File: src/trie_ram.sv
// Generic single-clock RAM: one write port, one read port, registered read.
// No dependencies.
module trie_ram #(
  parameter int unsigned Width = 8,
  parameter int unsigned Depth = 16
) (
  input  logic                     clk_i,
  input  logic                     we_i,
  input  logic [$clog2(Depth)-1:0] waddr_i,
  input  logic [Width-1:0]         wdata_i,
  input  logic                     re_i,
  input  logic [$clog2(Depth)-1:0] raddr_i,
  output logic [Width-1:0]         rdata_o
);

  logic [Width-1:0] mem_q [Depth];

  always_ff @(posedge clk_i) begin
    if (we_i) begin
      mem_q[waddr_i] <= wdata_i;
    end
    if (re_i) begin
      rdata_o <= mem_q[raddr_i];
    end
  end

endmodule
File: config.mk
export PLATFORM = sky130hd
export DESIGN_NAME = trie_ram
export DESIGN_NICKNAME = d
export VERILOG_FILES = /design/src/trie_ram.sv
export SDC_FILE = /design/constraint.sdc
export NUM_CORES = 1
export LEC_CHECK = 0
export BUFFER_PORTS_ARGS = -buffer_cell sky130_fd_sc_hd__buf_4
export CORE_ASPECT_RATIO = 0.75
export CORE_MARGIN = 8
export CORE_UTILIZATION = 55
export CTS_CLUSTER_SIZE = 14
export DETAILED_ROUTE_END_ITERATION = 6
export GPL_TIMING_DRIVEN = 0
export PLACE_DENSITY = 0.71
export SETUP_SLACK_MARGIN = 0.05
export SYNTH_ARGS = -nofsm -noshare
export SYNTH_HDL_FRONTEND = slang
export SYNTH_SLANG_ARGS = --single-unit
File: constraint.sdc
create_clock -name clk_i -period 1.8 [get_ports clk_i]
set_input_delay 0.18 -clock clk_i [delete_from_list [all_inputs] [get_ports clk_i]]
set_output_delay 0.18 -clock clk_i [all_outputs]
set_load 0.005 [all_outputs]
==> results.md <==
Critical path:
- The sort of element at the end of the critical path is a register.
- In this run the critical register-to-register path is captured at rdata_o[2]$_DFFE_PP_.
- The critical path goes through mux4_1 -> a22oi_1 -> nand2_1.
- On the worst path, the slowest cell contributes a delay of approximately 0.57 ns.
- The combined buffer and inverter count along the critical path is 0.
- The minimum setup slack among reg-to-reg paths is 0.28 ns.
- The maximum fanout count along the critical path is 1.
- Data arrives at the worst endpoint at 1.68 ns.
- The cell family contributing the most delay on the critical path is multiplexers.
- The largest individual stage delay along the critical path comes from the cell sky130_fd_sc_hd__mux4_1.
- The startpoint of the most critical register-to-register path is mem_q[5][2]$_DFFE_PP_.
- Counting cells, the worst reg-to-reg path comes to 3.
- For the worst setup path, the data required time is 1.96 ns.
- The worst setup path is launched from a register.
- The critical path is of the register to register type.

Global route:
- The number of global-route vias before repair is approximately 2.5k.
- The total routing resource utilization after global routing is around 18%.
- After global routing the overflow that remains totals 0.
- The first global-routing pass estimated roughly 15 mm of wire.
- The pin count of the biggest net entering global routing is 17.
- The initial antenna violation count came to 0.

Worst hold path:
- The hold path endpoint is rdata_o[3]$_DFFE_PP_.
- The worst hold path begins at re_i.
- The tightest min-delay check is of the input pin to register type.
- The number of instances on the worst hold path is 1.

Clocking:
- The cell at the root of the clock tree is sky130_fd_sc_hd__clkbuf_16.
- The clock tree buffer depth is 2.
- The buffer count from post-CTS setup fixing is 0.
- After clock tree synthesis, the clock-pin slew on the worst setup and hold paths is ~0.06 ns.
- The H-tree depth reported by CTS is 4.
- The clock insertion delay at the later pin of the skew report is 0.41 ns.
- The CTS tree is built.
- The number of CTS-inserted buffers is 17.
- CTS saw 136 sinks.

Detailed routing:
- The average wire per standard cell is 25.5 um.
- For this run, design rule violations remaining after detail routing come to 0.
- The first detailed-routing pass ran for 4 iterations.
- Across all layers, the routed design uses approximately 2.4k vias.
- The routed wire length is between 10 and 15 mm.
- After detailed routing, the number of vias per cell comes to ~6.
- In this run, the number of DRC markers left after iteration 0 of detailed routing was between 200 and 300.
- The remaining number of nets flagged by the antenna check after routing is 0.

Placed design:
- The final weighted congestion of routability-driven global placement is 0.748.
- Input and output buffers added on the ports amount to 25.
- Before CTS, the worst setup slack after placement is -0.338 ns.
- After legalization and detailed placement, the total HPWL measured about 6.4 mm.
- The post-detailed-placement cell area is between 5000 and 6000 sq um.

STA:
- On the final layout, the worst hold slack is ~0.049 ns.
- The final count of pins violating max slew is 0.
- The period utilization is between 80% and 90%.
- The hold violation total from the final report is 0.
- At the pin with the least slew margin, the transition time is roughly 1.3 ns.
- Setup repair after global routing left no endpoint under its margin.
- The setup TNS after final layout is 0 ns.
- The shortest period the worst path allows is 1.52 ns.
- Setup slack on the critical path of the routed design comes to roughly 0.28 ns.
- The final-report setup violation count is 0.
- The final worst clock skew is 0.00768 ns.
- In this run the tightest slew margin relative to its limit is ~14%.
- For this run, the top clock speed supported by timing is around 0.66 GHz.

Synth:
- The number of nets handed over by synthesis was between 200 and 250.
- The number of warnings issued by yosys is 0.
- The number of unique standard cell types used by synthesis is 18.
- The cell area after technology mapping is 5230 sq um.
- The post-synthesis sequential area ratio is 78.1%.
- Synthesis produced a netlist whose cell count is ~230.
- The number of storage elements in the synthesis netlist is 136.
- Dividing the synthesized area by the synthesized cell count gives 22.8 sq um.

Finish:
- With fillers left out, the area of the finished cells amounts to 6310 sq um.
- Cells with a size suffix above 1 make up 29.4% of the layout.
- The synthesis-to-layout area growth is 20.7%.
- The diode insertion count for antenna repair is 0.
- The final net count is roughly 290.

Floorplan:
- The floorplan has 30 rows.
- The core region is slightly above 9000 sq um.
- The floorplan step set the die height to between 100 and 150 um.
- The area of the die is roughly 13,000 sq um.
- The floorplan step set the die width to 129 um.
- The number of I/O pins is 27.
- The initial cell density of the core is a little under three fifths.

Status:
- The run finished with clean final reports.

Power and ir drop:
- After layout, the design draws a total of slightly above 8 mW.
- IR analysis of the VDD net gives a maximum drop of around 0.0013 V.
- The leakage dissipation is around 2.1 nW.
- For this design the ratio of total power to cell area is between 1000 and 1500 nW/um^2.

Run:
- Max-cap violations in this run came to 0.
placed cells by master, fill, tap and decap left out:
master / instances
sky130_fd_sc_hd__or3b_2: 1
sky130_fd_sc_hd__clkinv_2: 1
sky130_fd_sc_hd__nand3_1: 1
sky130_fd_sc_hd__nor3_2: 1
sky130_fd_sc_hd__clkdlybuf4s25_2: 3
sky130_fd_sc_hd__buf_2: 3
sky130_fd_sc_hd__nand2_1: 9
sky130_fd_sc_hd__clkinv_4: 1
sky130_fd_sc_hd__and2_1: 1
sky130_fd_sc_hd__edfxtp_1: 136
sky130_fd_sc_hd__clkbuf_16: 17
sky130_fd_sc_hd__clkinvlp_4: 1
sky130_fd_sc_hd__clkinv_1: 3
sky130_fd_sc_hd__nand3b_1: 2
sky130_fd_sc_hd__buf_4: 26
sky130_fd_sc_hd__bufinv_16: 9
sky130_fd_sc_hd__mux4_1: 14
sky130_fd_sc_hd__mux4_2: 18
sky130_fd_sc_hd__nor3_1: 3
sky130_fd_sc_hd__nor2b_1: 1
sky130_fd_sc_hd__buf_6: 3
sky130_fd_sc_hd__nand2b_1: 2
sky130_fd_sc_hd__nor2_1: 13
sky130_fd_sc_hd__and2b_1: 1
sky130_fd_sc_hd__a22oi_1: 16
routing by layer:
metal  vias up  GRT usage, %  routed length (um)
met5         -             0                   0
met4         0          6.48                 107
met3         6          6.99                 808
met2       104          25.7                4940
met1      1255          23.3                4680
li1       1068             -                   -
cells in the mapped netlist (all sizes together):
master,n,area share (%)
and2b,1,0.14
and2,1,0.12
nand2b,2,0.24
nand3b,2,0.29
buf,7,1.1
nor2b,1,0.12
nor2,13,0.93
clkdlybuf4s25,3,0.57
edfxtp,136,78
a22oi,16,2.3
nor3,4,0.38
or3b,1,0.17
mux4,32,15
nand3,1,0.096
nand2,9,0.65
area by class of cell:
type,count,area [sq um]
fill,571,2850
multi-input combinational,83,1060
tap,128,160
clock inverter,15,303
sequential,136,4080
clock buffer,17,425
buffer,10,86.3
timing repair buffer,25,188
flip-flops by register name, indices dropped and copies added (netlist names):
register,flops
mem_q,128
rdata_o,8
per-stage QoR:
step / std cells / util (%)
finish: 414 / 68.9
global route: 414 / 68.9
CTS: 414 / 68.8
detailed placement: 382 / 60.9
global placement: 382 / 60.9
floorplan: 229 / -
worst max-delay path by stage:
stage | start | end | slack (ns) | cells after the start
final | mem_q[5][2]$_DFFE_PP_ | rdata_o[2]$_DFFE_PP_ | 0.28 | 3
after global routing | mem_q[9][5]$_DFFE_PP_ | rdata_o[5]$_DFFE_PP_ | 0.19 | 3
after CTS | waddr_i[2] | mem_q[0][7]$_DFFE_PP_ | 0.05 | 3
after detailed placement | waddr_i[2] | mem_q[0][0]$_DFFE_PP_ | -0.34 | 3
after global placement | waddr_i[2] | mem_q[0][1]$_DFFE_PP_ | -0.35 | 3
after floorplan | waddr_i[2] | mem_q[0][0]$_DFFE_PP_ | 0.13 | 2
worst register-to-register path: stages (launching register included):
cell	delay [ns]
sky130_fd_sc_hd__edfxtp_1	0.37
sky130_fd_sc_hd__mux4_1	0.57
sky130_fd_sc_hd__a22oi_1	0.25
sky130_fd_sc_hd__nand2_1	0.09
logic make-up after synthesis:
family | synth area share, %
and+or+nand+nor | 3.14
muxes | 14.8
AOI/OAI and AO/OA | 2.30
buffers and inverters | 1.65
DFF | 78.1
report_power, final:
group          leakage, nW  switching (mW)  total [mW]  internal, mW
Combinational        0.540           0.201       0.357         0.157
Sequential            1.24          0.0171        3.59          3.57
Clock                0.350            1.28        4.28          3.00
Total                 2.13            1.49        8.22          6.73
what timing repair did:
item / 4_1_cts / 5_1_grt
resized for setup: 0 / 1
setup endpoints to repair: 0 / 8
hold buffers: 0 / 0
Power figures use the tool's default switching activity.
